$ cat config.mk
export PLATFORM = sky130hd
export DESIGN_NAME = prime_test_trial_division_flat
export DESIGN_NICKNAME = d
export VERILOG_FILES = /design/src/hw/rtl/pttd_pkg.sv /design/src/hw/rtl/pttd_cand_if.sv /design/src/hw/rtl/pttd_res_if.sv /design/src/hw/rtl/prime_test_trial_division.sv /design/src/hw/rtl/pttd_datapath.sv /design/src/hw/rtl/pttd_ctrl.sv /design/src/flat_wrapper.sv
export SDC_FILE = /design/constraint.sdc
export NUM_CORES = 1
export LEC_CHECK = 0
export BUFFER_PORTS_ARGS = -buffer_cell sky130_fd_sc_hd__buf_4
export CAP_MARGIN = 10
export CORE_MARGIN = 3
export CORE_UTILIZATION = 50
export DETAILED_ROUTE_END_ITERATION = 16
export PLACE_DENSITY = 0.66
export SETUP_SLACK_MARGIN = 0.05
export SLEW_MARGIN = 10
export SYNTH_ARGS = -nofsm -noshare
export SYNTH_HDL_FRONTEND = slang
export SYNTH_HIERARCHICAL = 1
export SYNTH_SLANG_ARGS = --single-unit
$ cat constraint.sdc
create_clock -name clk -period 8.15 [get_ports clk]
set_input_delay 0.4075 -clock clk [delete_from_list [all_inputs] [get_ports clk]]
set_output_delay 0.4075 -clock clk [all_outputs]
set_load 0.02 [all_outputs]
$ cat src/hw/rtl/pttd_pkg.sv
// Shared constants and controller/datapath link types for the trial-division prime tester.
`default_nettype none
package pttd_pkg;

  localparam int WIDTH_DEF = 32;

  typedef struct packed {
    logic load;
    logic div_start;
    logic div_step;
    logic advance;
  } pttd_cmd_t;

  typedef struct packed {
    logic lt_two;
    logic sq_over;
    logic div_last;
    logic rem_zero;
  } pttd_sts_t;

endpackage
`default_nettype wire

$ cat src/hw/rtl/pttd_cand_if.sv
// Candidate input channel: valid/ready handshake with the number to test.
`default_nettype none
interface pttd_cand_if #(
  parameter int W = 32
);
  logic         valid;
  logic         ready;
  logic [W-1:0] candidate;

  modport source (output valid, output candidate, input ready);
  modport sink   (input valid, input candidate, output ready);
endinterface
`default_nettype wire

$ cat src/hw/rtl/pttd_res_if.sv
// Result channel: valid/ready handshake with the primality verdict.
`default_nettype none
interface pttd_res_if;
  logic valid;
  logic ready;
  logic is_prime;

  modport source (output valid, output is_prime, input ready);
  modport sink   (input valid, input is_prime, output ready);
endinterface
`default_nettype wire

$ cat src/hw/rtl/prime_test_trial_division.sv
// Top level: trial-division primality tester, controller plus datapath.
//
//   channel   dir  payload            handshake
//   cand      in   candidate[WIDTH]   valid/ready
//   result    out  is_prime           valid/ready
//
// Small candidates (0, 1, 2 and 3) are settled by the bound check with no trial
// division; otherwise each trial divisor runs the bit-serial remainder unit, one
// remainder bit per cycle, and up to about sqrt(candidate) divisors are tried.
// A new candidate is taken only in idle, after the last one has reached the
// finish state; the next is taken while the result waits.
// A stalled result holds the verdict in the finish state. rst is synchronous.
`default_nettype none
module prime_test_trial_division import pttd_pkg::*; #(
  parameter int WIDTH = WIDTH_DEF
) (
  input  wire logic    clk,
  input  wire logic    rst,
  pttd_cand_if.sink    cand,
  pttd_res_if.source   result
);

  pttd_cmd_t cmd;
  pttd_sts_t sts;

  pttd_ctrl u_ctrl (
    .clk          (clk),
    .rst          (rst),
    .cand_valid   (cand.valid),
    .cand_ready   (cand.ready),
    .res_valid    (result.valid),
    .res_ready    (result.ready),
    .res_is_prime (result.is_prime),
    .cmd          (cmd),
    .sts          (sts)
  );

  pttd_datapath #(
    .WIDTH (WIDTH)
  ) u_datapath (
    .clk       (clk),
    .candidate (cand.candidate),
    .cmd       (cmd),
    .sts       (sts)
  );

endmodule
`default_nettype wire

$ cat src/hw/rtl/pttd_datapath.sv
// Datapath: candidate, trial divisor, running square and bit-serial remainder unit.
`default_nettype none
module pttd_datapath import pttd_pkg::*; #(
  parameter int WIDTH = WIDTH_DEF
) (
  input  wire logic             clk,
  input  wire logic [WIDTH-1:0] candidate,
  input  wire pttd_cmd_t        cmd,
  output pttd_sts_t             sts
);

  localparam int CW = $clog2(WIDTH);

  logic [WIDTH-1:0]   n;
  logic [WIDTH-1:0]   d;
  logic [WIDTH+1:0]   sq;
  logic [WIDTH-1:0]   rem;
  logic [WIDTH-1:0]   sh;
  logic [CW-1:0]      cnt;
  logic [WIDTH+1:0]   diff;
  logic [WIDTH-1:0]   rem_shift;

  assign rem_shift = {rem[WIDTH-2:0], sh[WIDTH-1]};
  assign diff      = {1'b0, rem, sh[WIDTH-1]} - {2'b00, d};

  always_ff @(posedge clk) begin
    if (cmd.load) begin
      n  <= candidate;
      d  <= WIDTH'(2);
      sq <= (WIDTH+2)'(4);
    end
    if (cmd.div_start) begin
      rem <= '0;
      sh  <= n;
      cnt <= CW'(WIDTH - 1);
    end
    if (cmd.div_step) begin
      rem <= diff[WIDTH+1] ? rem_shift : diff[WIDTH-1:0];
      sh  <= {sh[WIDTH-2:0], 1'b0};
      cnt <= cnt - CW'(1);
    end
    if (cmd.advance) begin
      d  <= d + WIDTH'(1);
      sq <= sq + {1'b0, d, 1'b1};
    end
  end

  always_comb begin
    sts.lt_two   = (n < WIDTH'(2));
    sts.sq_over  = (sq > {2'b00, n});
    sts.div_last = (cnt == '0);
    sts.rem_zero = (rem == '0);
  end

endmodule
`default_nettype wire

$ cat src/hw/rtl/pttd_ctrl.sv
// Controller: sequences bound check, serial division and verdict; holds the result register.
`default_nettype none
module pttd_ctrl import pttd_pkg::*; (
  input  wire logic  clk,
  input  wire logic  rst,
  input  wire logic  cand_valid,
  output logic       cand_ready,
  output logic       res_valid,
  input  wire logic  res_ready,
  output logic       res_is_prime,
  output pttd_cmd_t  cmd,
  input  wire pttd_sts_t sts
);

  typedef enum logic [2:0] {
    S_IDLE,
    S_BOUND,
    S_DIV,
    S_TEST,
    S_FINISH
  } state_t;

  state_t state;
  logic   verdict;
  logic   res_free;

  assign res_free   = !res_valid || res_ready;
  assign cand_ready = (state == S_IDLE);

  always_comb begin
    cmd.load      = (state == S_IDLE) && cand_valid;
    cmd.div_start = (state == S_BOUND) && !sts.lt_two && !sts.sq_over;
    cmd.div_step  = (state == S_DIV);
    cmd.advance   = (state == S_TEST) && !sts.rem_zero;
  end

  always_ff @(posedge clk) begin
    if (rst) begin
      state     <= S_IDLE;
      res_valid <= 1'b0;
      verdict   <= 1'b0;
    end else begin
      if (res_valid && res_ready && (state != S_FINISH)) begin
        res_valid <= 1'b0;
      end
      unique case (state)
        S_IDLE: begin
          if (cand_valid) begin
            state <= S_BOUND;
          end
        end
        S_BOUND: begin
          if (sts.lt_two) begin
            verdict <= 1'b0;
            state   <= S_FINISH;
          end else if (sts.sq_over) begin
            verdict <= 1'b1;
            state   <= S_FINISH;
          end else begin
            state <= S_DIV;
          end
        end
        S_DIV: begin
          if (sts.div_last) begin
            state <= S_TEST;
          end
        end
        S_TEST: begin
          if (sts.rem_zero) begin
            verdict <= 1'b0;
            state   <= S_FINISH;
          end else begin
            state <= S_BOUND;
          end
        end
        S_FINISH: begin
          if (res_free) begin
            res_valid    <= 1'b1;
            res_is_prime <= verdict;
            state        <= S_IDLE;
          end else if (res_valid && res_ready) begin
            res_valid <= 1'b0;
          end
        end
        default: begin
          state <= S_IDLE;
        end
      endcase
    end
  end

endmodule
`default_nettype wire

$ cat src/flat_wrapper.sv
// flat-port wrapper written by rule: the top's interface ports become plain ports
module prime_test_trial_division_flat import pttd_pkg::*;
#(
  parameter int WIDTH = WIDTH_DEF
)
  (clk, rst, cand_valid, cand_candidate, cand_ready, result_valid, result_is_prime, result_ready);
  pttd_cand_if #(.W(WIDTH)) cand_i ();
  pttd_res_if result_i ();
  input  wire logic clk;
  input  wire logic rst;
  input wire logic [$bits(cand_i.valid)-1:0] cand_valid;
  input wire logic [$bits(cand_i.candidate)-1:0] cand_candidate;
  output wire logic [$bits(cand_i.ready)-1:0] cand_ready;
  output wire logic [$bits(result_i.valid)-1:0] result_valid;
  output wire logic [$bits(result_i.is_prime)-1:0] result_is_prime;
  input wire logic [$bits(result_i.ready)-1:0] result_ready;
  assign cand_i.valid = cand_valid;
  assign cand_i.candidate = cand_candidate;
  assign cand_ready = cand_i.ready;
  assign result_valid = result_i.valid;
  assign result_is_prime = result_i.is_prime;
  assign result_i.ready = result_ready;
  prime_test_trial_division #(.WIDTH(WIDTH)) u_core (.clk(clk), .rst(rst), .cand(cand_i), .result(result_i));
endmodule
# --- After elaboration in Yosys (flattened, before gate mapping) ---
# Index checks and enable logic that the tools add are counted.
classes:
  n_bitwise: 1
  n_eq_ne: 10
  n_mux: 26
  magnitude_cmp: 2
  add_sub_neg: 4
  reduce_logical: 20
op_table:
  columns: ["cell", "count"]
  rows:
  - ["$mux 32", 7]
  - ["$mux 34", 2]
  - ["$add 34x33->34", 1]
  - ["$gt 34x32->1", 1]
  - ["$sub 33x32->34", 1]
  - ["$add 32x1->32 const B", 1]
  - ["$logic_not 32->1", 1]
  - ["$lt 32x2->1 const B", 1]
  - ["$mux 3", 6]
  - ["$pmux 3 s5", 1]
  - ["$mux 5", 2]
  - ["$reduce_and 3->1", 3]
  - ["$ne 2x2->1 const B", 4]
  - ["$mux 1", 7]
  - ["$eq 3x2->1 const B", 2]
  - ["$logic_and 1x1->1", 6]
  - ["$ne 3x3->1 const B", 2]
  - ["$reduce_bool 2->1", 3]
  - ["$logic_not 5->1", 1]
  - ["$sub 5x1->5 const B", 1]
  - ["$logic_not 1->1", 4]
  - ["$eq 3x1->1 const B", 1]
  - ["$eq 3x3->1 const B", 1]
  - ["$logic_not 3->1", 1]
  - ["3 further kinds", 3]
word_totals:
  out_inout_bits: 3
  input_bits: 36
  regBits: 173

# --- Depth between registers and ports, before layout ---
# Gate-level depths: netlist (run 1).
depth:
  word_depth: 6
  depth_mapped: 16
  ltp_nobuf: 15

# --- By module ---
# The synthesis (run 1) kept the hierarchy.
modules_own_cells:
  columns: ["module", "area_each_um2", "cells_per_inst", "seq_area_each_um2", "n_inst"]
  rows:
  - ["pttd_datapath", 11343.4, 1150, 5004.8, 1]
  - ["pttd_ctrl", 379.1, 40, 130.1, 1]

# --- Least setup slack after synthesis (run 1) ---
# No wires, ideal clock.
synth_path:
  path_type: "register to register"
  start: "register u_core.u_datapath.n[19]"
  end: "register u_core.u_datapath.cnt[0], enable pin"
  stages_incl_launch_ff: 16
  t_arrival_ps: 3305
  setup_time_ps: 397
  t_required_ps: 7753
  path_slack_ps: 4449
  cell_sequence: "edfxtp_1 > inv_1 > ha_1 > a21o_1 > a21o_1 > a21oi_1 > nor2_1 > a211oi_1 > o31ai_1 > a21oi_1 > a31oi_1 > nor3_2 > nand2_1 > nor2_1 > clkbuf_1 > or2_2"
synth_lines:
  columns: ["element", "line", "rtl"]
  rows:
  - ["start, declared", "pttd_datapath.sv:14", "logic [WIDTH-1:0] n;"]
  - ["start signal, assigned", "pttd_datapath.sv:28", "n <= candidate;"]
  - ["end signal, assigned", "pttd_datapath.sv:35", "cnt <= CW'(WIDTH - 1);"]
  - ["end signal, assigned", "pttd_datapath.sv:40", "cnt <= cnt - CW'(1);"]
  - ["end, declared", "pttd_datapath.sv:19", "logic [CW-1:0] cnt;"]

==> run metrics, run 1 <==
Worst Path Arrival=4.19 ns; Slew headroom=38.9%; pwr dens=195 mW/mm^2; Main synth FF type=edfxtp_1; Max Fclk=242 MHz; hold endpoint=u_core/u_datapath/n[28]; vias in the first global route=8765; TritonCTS Buffers=17; Final ANT Viol Nets=0; # Post-CTS Setup Buffers=0; ys async rst share=0%; first-pass GRT wire length=45.4 mm; Clock Tree Buf Depth=2; Ports=39; Setup TNS=0 ns; fin crit period=4.13 ns; largest net degree at the start of global routing=77; crit end category=flip-flop; final hold vios=0; synth top area cells=edfxtp_1 (43%), ha_1 (10%), xnor2_1 (4.1%); Final period util=50.7%; 1st-pass router iterations=5; grt total ovfl=0; crit path max fanout=66; die width=159 um; filler cell count=2038; # rows=55; most frequent cell on the critical path=a21oi_1; kind of critical path=flip-flop to flip-flop; clock sinks=173; Placer Congestion=between 0.8 and 0.9; Placeable Area=0.0228 sq mm; Iter 0 DRT Violations=809; synth warn=6; CP Launch Type=flip-flop; Worst Setup SP=u_core/u_datapath/n[3]; antenna violations before repair=0; htree depth=4; Gates resized, CTS repair=0; IO Port Bufs=38; CTS tree=done; R2R Setup Slk=roughly 4 ns; RSZ-0062 raised after global routing=no; clock latency on the worst-skew pair=0.44 ns; cts hold-fix bufs=0; fin. max-slew vios=0; GRT Overall Usage=22.1%; Yosys reg bits=173; Unique masters post-synth=71; Layout Skew=0.0210 ns; EDFF count, synth=167; Layout Nets=between 1k and 1.5k; routed via count=between 9k and 10k; sequential element share of the synthesized area=~44%; Chip Height=159 um; Pleak=slightly above 5 nW; crit-path cells=inv_1 > ha_1 > a21o_1 > a21o_1 > a21oi_1 > o211ai_1 > a21oi_1 > o31ai_1 > a21oi_1 > a31oi_1 > nor3_2 > nand2_1 > nor2_1 > or2_2 > buf_4; die area=around 0.025 sq mm; final worst setup slack=4.02 ns; post-DP HPWL=slightly above 20 mm; wire per inst=18.1 um; Placed Cells=1514; post-synthesis cell count=1190; setup violators final=0; Synth top area share=42.8%; syn nets=1326; ratio of cells with drive above 1 in the final layout=7.79%; crit-path max cell delay=between 0.7 and 0.8 ns; Cells on Worst Hold Path=1; Worst R2R Path Depth=15; maximum vdd drop=around 0.13 mV; CTS root buf=clkbuf_16; WL final=28.0 mm; worst hold start=cand_candidate[28]; Req. time, crit path=roughly 8.2 ns; residual DRC count=0; Mean Syn Cell Area=9.85 sq um; antenna cells=0; max_cap viols=0; Clock Pin Slew Worst Setup and Hold Paths=about 0.080 ns; Synth-to-Final Area Change=10.1%; measured slew at the worst slew-check pin=0.917 ns; Non-Filler Instances=1546; Core Util, Final=56.5%; synthesized cell area=0.0117 sq mm; Worst path slowest cell=buf_4; Starting Density=51.3%; Vias/cell=5.84; status=finished, final reports clean; worst flop-to-flop path endpoint=u_core/u_datapath/rem[0]; Yosys top cell by area=edfxtp_1; post-place setup slack=4.14 ns; reg2reg start=u_core/u_datapath/n[3]; Hold Crit Class=input pin to flip-flop
state kept, by name (all words and copies together), names as in the netlist, 3 cells and up:
register               count
u_core/u_datapath/sq      34
u_core/u_datapath/d       32
u_core/u_datapath/n       32
u_core/u_datapath/rem     32
u_core/u_datapath/sh      32
u_core/u_datapath/cnt      5
u_core/u_ctrl/state        3
cell families after synthesis:
| family | Yosys count | synth area share, % |
|---|---|---|
| buffers and inverters | 116 | 4.05 |
| AO/OA/AOI/OAI | 304 | 17.3 |
| adder cells (fa/ha/maj) | 100 | 10.8 |
| AND/OR/NAND/NOR | 404 | 16.9 |
| flip-flops | 173 | 43.8 |
| XOR/XNOR | 68 | 5.08 |
| multiplexers | 25 | 2.13 |
where the power goes:
part	internal, mW	switching [mW]	total (mW)
Combinational	0.236	0.337	0.573
Sequential	1.05	0.0604	1.11
Clock	0.419	0.410	0.829
per-layer routing:
| layer | global-route usage (%) | routed length (um) | up-vias |
|---|---|---|---|
| met3 | 4.11 | 1600 | 33 |
| met2 | 34.4 | 12700 | 241 |
| met4 | 7.28 | 586 | 0 |
| li1 | - | - | 4461 |
| met5 | 0 | 0 | - |
| met1 | 31.3 | 13100 | 4296 |
metrics by stage:
step | hold WS [ns] | total power [mW] | area (sq um)
floorplan | 0.409 | 1.55 | 11700
finish | 0.135 | 2.51 | 12900
detailed placement | 0.445 | 1.69 | 12300
CTS | 0.124 | 2.53 | 12900
global placement | 0.440 | 1.69 | 12300
global route | 0.113 | 2.64 | 12900
worst max-delay path, delay by kind of cell, from the launching register on:
kind                       cells  cell delay [ns]
adders and majority gates      1             0.31
buffers and inverters          2             0.81
AOI/OAI and AO/OA              8             1.19
DFF                            1             0.49
and+or+nand+nor                4             0.91
worst max-delay path by stage:
stage	to	slack, ns	cells after the start
final	u_core/u_datapath/rem[0]	4.02	15
after global routing	u_core/u_datapath/rem[0]	3.64	15
after CTS	u_core/u_datapath/rem[0]	4.10	15
after detailed placement	u_core/u_datapath/rem[6]	4.14	15
after global placement	u_core/u_datapath/rem[6]	4.24	15
after floorplan	u_core/u_datapath/cnt[0]	4.45	15
final cells by class:
cell class,count,area (sq um),area share [%]
clock buffers,17,425,3.30
clock inverters,15,194,1.50
inverters,81,304,2.36
multi-input cells,901,6110,47.4
flip-flops and latches,173,5130,39.8
well taps,313,392,3.03
repair buffers,46,345,2.67
layout by cell type (no fill, tap or decap), types with 9 or more instances in the layout:
| cell | netlist | final |
|---|---|---|
| a211oi_1 | 11 | 11 |
| a21o_1 | 56 | 56 |
| a21oi_1 | 71 | 71 |
| a22o_1 | 12 | 12 |
| a31oi_1 | 9 | 9 |
| and2_1 | 12 | 11 |
| and3_1 | 11 | 11 |
| buf_4 | 1 | 46 |
| clkbuf_16 | 0 | 17 |
| edfxtp_1 | 167 | 167 |
| ha_1 | 98 | 98 |
| inv_1 | 81 | 80 |
| mux2i_1 | 25 | 25 |
| nand2_1 | 109 | 109 |
| nand2b_1 | 18 | 18 |
| nand3_1 | 27 | 27 |
| nand4_1 | 18 | 18 |
| nor2_1 | 106 | 106 |
| nor2b_1 | 10 | 10 |
| nor3_1 | 33 | 33 |
| nor4_1 | 20 | 20 |
| o21a_1 | 12 | 12 |
| o21ai_0 | 67 | 67 |
| o21bai_1 | 9 | 9 |
| xnor2_1 | 55 | 55 |
| xor2_1 | 13 | 13 |
Yosys cell counts, types with 7 or more instances:
master	number
clkbuf_1	25
a21oi_1	71
nand2_1	109
and3_1	11
xnor2_1	55
nand4_1	18
mux2i_1	25
nand3_1	27
and2_1	12
a211oi_1	11
or2_2	7
inv_1	81
ha_1	98
a22o_1	12
xor2_1	13
nor2_1	106
o21a_1	12
nor3_1	33
edfxtp_1	167
o21bai_1	9
o21ai_0	67
nand2b_1	18
nor4_1	20
a31oi_1	9
a21o_1	56
nor2b_1	10
Note: power is estimated with default switching activity, not from simulation.
==> run 2, diff against run 1 <==
ABC_AREA = 1   (was default)
PLACE_DENSITY = 0.69   (was 0.66)
clock period = 3.6 ns   (was 8.15 ns; I/O delays follow)
==> run 2 against run 1 <==
Non-clock buffer count increased by 37. Maximum frequency is 31% higher. Synthesized cell count grew 51%. Critical path depth decreased by 8. Routed wire length grew 32%. Clock skew decreased by 0.0017 ns. Clock-buffer cell count up 1. First-iteration DRC count increased by 53%. Combinational power grew to 5.1 times the previous value. Power rose to 3.1 times the previous value. Flip-flop and latch count unchanged. Critical path type unchanged. Largest power group is now combinational cells. Highest routed layer unchanged.
==> run metrics, run 2 <==
status=finished, final reports clean; worst flop-to-flop path endpoint=u_core/u_datapath/d[12]; wire per inst=16.8 um (-7.4%); Setup TNS=0 ns (unchanged); fin crit period=3.15 ns (-0.978 ns); Hold Crit Class=input pin to flip-flop; 1st-pass router iterations=6 (+1); post-synthesis cell count=1795 (+51%); EDFF count, synth=167 (unchanged); fin. max-slew vios=0 (unchanged); Synth-to-Final Area Change=12.1%; measured slew at the worst slew-check pin=1.14 ns (+0.222 ns); synth top area cells=edfxtp_1 (38%), nand2_1 (15%), ha_1 (9.3%); Ports=39 (unchanged); Max Fclk=317 MHz (+31%); # Post-CTS Setup Buffers=0 (unchanged); worst hold start=result_ready; antenna violations before repair=0 (unchanged); synth warn=6 (unchanged); WL final=37.0 mm (+32%); Gates resized, CTS repair=0 (unchanged); Main synth FF type=edfxtp_1; crit end category=flip-flop; # rows=58 (+5.5%); Req. time, crit path=3.74 ns (-4.47 ns); filler cell count=2463 (+21%); cts hold-fix bufs=33 (+33); CTS root buf=clkbuf_16; maximum vdd drop=0.386 mV (+200%); die area=0.0283 sq mm (+12%); reg2reg start=u_core/u_datapath/rem[23]; crit path max fanout=66 (unchanged); Layout Skew=0.0193 ns (-0.00174 ns); final hold vios=0 (unchanged); clock sinks=173 (unchanged); R2R Setup Slk=0.45 ns (-3.57 ns); hold endpoint=u_core/u_ctrl/res_valid; die width=168 um (+5.7%); sequential element share of the synthesized area=39.0% (-4.8 points); syn nets=1931 (+46%); setup violators final=0 (unchanged); area of the multi-input gates=0.00676 sq mm (+10%); Worst R2R Path Depth=7 (-8); TritonCTS Buffers=17 (unchanged); IO Port Bufs=38 (unchanged); Pleak=6.78 nW (+30%); RSZ-0062 raised after global routing=no; Iter 0 DRT Violations=1234 (+53%); Largest Register=u_core/u_datapath/sq; residual DRC count=0 (unchanged); clock latency on the worst-skew pair=0.44 ns (about the same); Vias/cell=5.35 (-8.5%); GRT Overall Usage=26.6% (+4.5 points); ys async rst share=0% (unchanged); max_cap viols=0 (unchanged); Cells on Worst Hold Path=4 (+3); vias in the first global route=11.1k (+27%); CP Launch Type=flip-flop; Synth top area share=38.1% (-4.7 points); most numerous cell in the Yosys netlist=nand2_1; Core Util, Final=57.7% (+1.2 points); first-pass GRT wire length=59.5 mm (+31%); max FFs per register=34 (unchanged); Layout Nets=2004 (+48%); grt total ovfl=0 (unchanged); Worst Path Arrival=3.29 ns (-0.90 ns); commonest non-fill, non-tap cell in the layout=nand2_1; kind of critical path=flip-flop to flip-flop; Yosys reg bits=173 (unchanged); ratio of cells with drive above 1 in the final layout=6.80% (-0.98 points); Clock Pin Slew Worst Setup and Hold Paths=0.08 ns (about the same); Final ANT Viol Nets=0 (unchanged); Yosys top cell by area=edfxtp_1; pwr dens=520 mW/mm^2 (+170%); synthesized cell area=0.0132 sq mm (+12%); Placeable Area=0.0255 sq mm (+12%); Unique masters post-synth=45 (-37%); Chip Height=168 um (+5.7%); htree depth=4 (unchanged); Starting Density=51.5% (+0.21 points); post-DP HPWL=28.8 mm (+41%); antenna cells=0 (unchanged); Post-synth top cells=nand2_1 (512), inv_1 (288), nor2_1 (210); Placer Congestion=0.925 (+5.6%); Mean Syn Cell Area=7.33 sq um (-26%); Slew headroom=23.4% (-15 points); CTS tree=done; largest net degree at the start of global routing=68 (-12%); Final period util=87.6% (+37 points); Reg area=0.00513 sq mm (unchanged); most frequent cells in the layout=nand2_1 (511), inv_1 (287), nor2_1 (210); routed via count=11.8k (+31%); Clock Tree Buf Depth=2 (unchanged)
## run 2: cell types whose count changed after synthesis, sizes merged, moves of 41 or more
| cell | before | now |
|---|---|---|
| inv | 81 | 296 |
| a21oi | 71 | 112 |
| xnor2 | 55 | 3 |
| nand2 | 109 | 521 |
| nor2 | 106 | 222 |
| a21o | 56 | 1 |
| nand3 | 27 | 88 |
## run 2: where the power goes
part	internal [mW]	switching, mW
clock	1.01	0.918
combinational	0.945	1.97
sequential	2.58	0.242
total	4.54	3.13
## run 2: logic make-up (layout without fill, tap and decap cells)
group,after synthesis,count (layout),share of synthesized area (%)
xor+xnor,20,20,1.33
fa+ha+maj,100,100,9.62
buf+inv,325,411,9.82
simple gates,965,965,31.7
compound gates,212,212,8.48
flops,173,173,39.0
## run 2: how the worst max path moves through the flow
stage                               from                         to  depth (start not counted)
2_1_floorplan    u_core/u_datapath/sq[9]   u_core/u_datapath/cnt[0]                         13
3_3_place_gp   u_core/u_datapath/rem[23]    u_core/u_datapath/sq[2]                          7
3_5_place_dp   u_core/u_datapath/rem[23]     u_core/u_datapath/d[2]                          7
4_1_cts        u_core/u_datapath/rem[23]    u_core/u_datapath/d[31]                          7
5_1_grt          u_core/u_datapath/n[23]  u_core/u_datapath/rem[20]                         16
6_report       u_core/u_datapath/rem[23]    u_core/u_datapath/d[12]                          7
## run 2: area by class of cell
cell class	instances	area share (%)
clock inverter	14	1.14
inverter	296	7.53
timing repair buffer	83	4.95
tap	330	2.80
clock buffer	18	2.98
multi-input combinational	1297	45.8
sequential	173	34.8
## run 2: metal layers
| layer | GRT usage, % | part of all wire [%] | vias up |
|---|---|---|---|
| li1 | - | - | 6000 |
| met1 | 39.8 | 49 | 5412 |
| met2 | 40.4 | 43 | 369 |
| met3 | 4.32 | 6.7 | 41 |
| met4 | 6.69 | 1.7 | 0 |
| met5 | 0 | 0 | - |
## run 2: stage by stage
stage               hold WS [ns]  total power [mW]  cells  setup WS [ns]  instance area [sq um]
finish                    0.0368              7.67   2211          0.446                  14800
global route              0.0291              8.23   2211          0.353                  14800
CTS                       0.0158              7.68   2211          0.517                  14800
detailed placement         0.359              5.71   2146          0.545                  13800
global placement           0.358              5.67   2146          0.523                  13800
floorplan                  0.242              4.90   1795          0.126                  13200
## run 2: worst max-delay path: stages (launching register included)
cell and delay, ns:
edfxtp_1 0.43, nor4_1 0.60, nand3_1 0.23, nor4_1 0.56, buf_4 0.25, nor3_2 0.10
or2_2 0.38, buf_12 0.25
==> run 3, diff against run 2 <==
ABC_AREA = default   (was 1)
==> run 3 against run 2 <==
Clock skew is 0.0037 ns lower. Sequential power is 11% lower. Final cell count is 28% lower. Routed wire length is 23% lower. Maximum frequency is 7.8% lower. Largest cell class unchanged.
==> run metrics, run 3 (same netlist as run 1, synthesis figures left out) <==
measured slew at the worst slew-check pin=0.754 ns (-0.385 ns); CTS root buf=clkbuf_16; GRT Overall Usage=21.9% (-4.7 points); Ports=39 (unchanged); CTS tree=done; routed via count=9280 (-22%); 1st-pass router iterations=5 (-1); Final ANT Viol Nets=0 (unchanged); Hold Crit Class=input pin to flip-flop; Iter 0 DRT Violations=701 (-43%); WL final=28.5 mm (-23%); clock sinks=173 (unchanged); post-DP HPWL=20.4 mm (-29%); wire per inst=17.9 um (+6.6%); Synth-to-Final Area Change=14.4%; residual DRC count=0 (unchanged); Clock Tree Buf Depth=2 (unchanged); Req. time, crit path=3.72 ns (-0.02 ns); Design Area, Final=0.0134 sq mm (-9.1%); crit path max fanout=30 (-55%); Clock Pin Slew Worst Setup and Hold Paths=0.08 ns (about the same); Worst R2R Path Depth=16 (+9); Placer Congestion=0.916 (-0.98%); commonest non-fill, non-tap cell in the layout=edfxtp_1; RSZ-0062 raised after global routing=no; Layout Nets=1407 (-30%); antenna cells=0 (unchanged); clock latency on the worst-skew pair=0.43 ns (about the same); first-pass GRT wire length=45.4 mm (-24%); hold endpoint=u_core/u_ctrl/res_valid; Worst Path Arrival=3.54 ns (+0.25 ns); Core Util, Final=58.7% (+0.96 points); reg2reg start=u_core/u_datapath/n[3]; fin crit period=3.42 ns (+0.265 ns); Starting Density=51.3% (-0.21 points); Final period util=95.0% (+7.4 points); status=finished, final reports clean; Placeable Area=0.0228 sq mm (-11%); Layout Skew=0.0156 ns (-0.00367 ns); fin. max-slew vios=0 (unchanged); # rows=55 (-5.2%); vias in the first global route=8781 (-21%); maximum vdd drop=0.257 mV (-33%); grt total ovfl=0 (unchanged); die area=0.0253 sq mm (-11%); max FFs per register=34 (unchanged); antenna violations before repair=0 (unchanged); Setup TNS=0 ns (unchanged); Pleak=5.42 nW (-20%); Chip Height=159 um (-5.4%); TritonCTS Buffers=17 (unchanged); Slew headroom=49.5% (+26 points); Max Fclk=292 MHz (-7.8%); final hold vios=0 (unchanged); pwr dens=424 mW/mm^2 (-18%); Largest Register=u_core/u_datapath/sq; most frequent cells in the layout=edfxtp_1 (167), nand2_1 (109), nor2_1 (106); kind of critical path=flip-flop to flip-flop; max_cap viols=0 (unchanged); htree depth=4 (unchanged); placed cell area=0.0125 sq mm (-9.8%); R2R Setup Slk=0.18 ns (-0.27 ns); crit end category=flip-flop; worst hold start=result_ready; Vias/cell=5.81 (+8.7%); Cells on Worst Hold Path=3 (-1); ratio of cells with drive above 1 in the final layout=9.03% (+2.2 points); IO Port Bufs=38 (unchanged); die width=159 um (-5.4%); setup violators final=0 (unchanged); CP Launch Type=flip-flop; worst flop-to-flop path endpoint=u_core/u_datapath/sh[19]; largest net degree at the start of global routing=67 (-1.5%)
## run 3: changes by cell type in the layout (fill, tap and decap cells not counted), sizes merged, moves of 14 or more
cell	change
a21oi	-41
a21o	+55
mux2i	+25
o21ai	-14
nor2	-116
nand3b	-22
nand3	-61
inv	-215
xnor2	+52
nand2	-412
nand2b	+18
## run 3: critical path, stage by stage (launching register included)
cell and delay, ns:
edfxtp_1 0.42, inv_1 0.07, ha_1 0.31, a21o_1 0.16
a21o_1 0.17, a21oi_1 0.16, o211ai_1 0.14, a21oi_1 0.22
o31ai_1 0.09, a21oi_1 0.23, a31oi_1 0.09, nor3_2 0.18
nand2_1 0.10, nor2_1 0.11, buf_4 0.19, or2_4 0.23
buf_12 0.23
## run 3: power by group
group	switching [mW]	leakage (nW)	total, mW	internal [mW]
logic	0.775	3.51	1.36	0.583
clock network	0.900	0.273	1.83	0.926
registers	0.130	1.63	2.51	2.38
## run 3: how the worst max path moves through the flow
stage / from / end / slack (ns) / cells past startpoint
detailed placement: u_core/u_datapath/d[15] / u_core/u_datapath/rem[8] / 0.18 / 11
global route: u_core/u_datapath/d[16] / u_core/u_datapath/rem[2] / 0.02 / 11
floorplan: u_core/u_datapath/n[19] / u_core/u_datapath/cnt[0] / 0.22 / 15
finish: u_core/u_datapath/n[3] / u_core/u_datapath/sh[19] / 0.18 / 16
global placement: u_core/u_datapath/d[15] / u_core/u_datapath/rem[15] / 0.21 / 11
CTS: u_core/u_datapath/d[15] / u_core/u_datapath/rem[2] / 0.16 / 11
## run 3: layout make-up
| cell class | instances | area [sq um] |
|---|---|---|
| clock buffer | 17 | 425 |
| sequential | 173 | 5130 |
| multi-input combinational | 902 | 6130 |
| tap | 313 | 392 |
| fill | 1954 | 9430 |
| clock inverter | 15 | 153 |
| timing repair buffer | 96 | 871 |
| inverter | 81 | 304 |
## run 3: layer usage
metal	track usage (%)	wire length, um
met1	30.8	13100
met2	35.5	13400
met3	3.93	1500
met4	5.45	575
met5	0	0
## run 3: timing repair
action | CTS | global route
hold buffers | 33 | 0
hold endpoints to repair | 36 | 0
setup endpoints to repair | 0 | 65
buffers inserted | 0 | 0
gates resized for setup | 0 | 2
## run 3: metrics by stage
| stage | power, mW | worst slack, ns | hold WS (ns) | instances |
|---|---|---|---|---|
| finish | 5.69 | 0.181 | 0.0549 | 1597 |
| global route | 5.98 | 0.0184 | 0.0610 | 1597 |
| CTS | 5.71 | 0.162 | 0.0466 | 1595 |
| detailed placement | 3.84 | 0.176 | 0.359 | 1530 |
| global placement | 3.82 | 0.215 | 0.358 | 1530 |
| floorplan | 3.51 | 0.224 | 0.245 | 1190 |
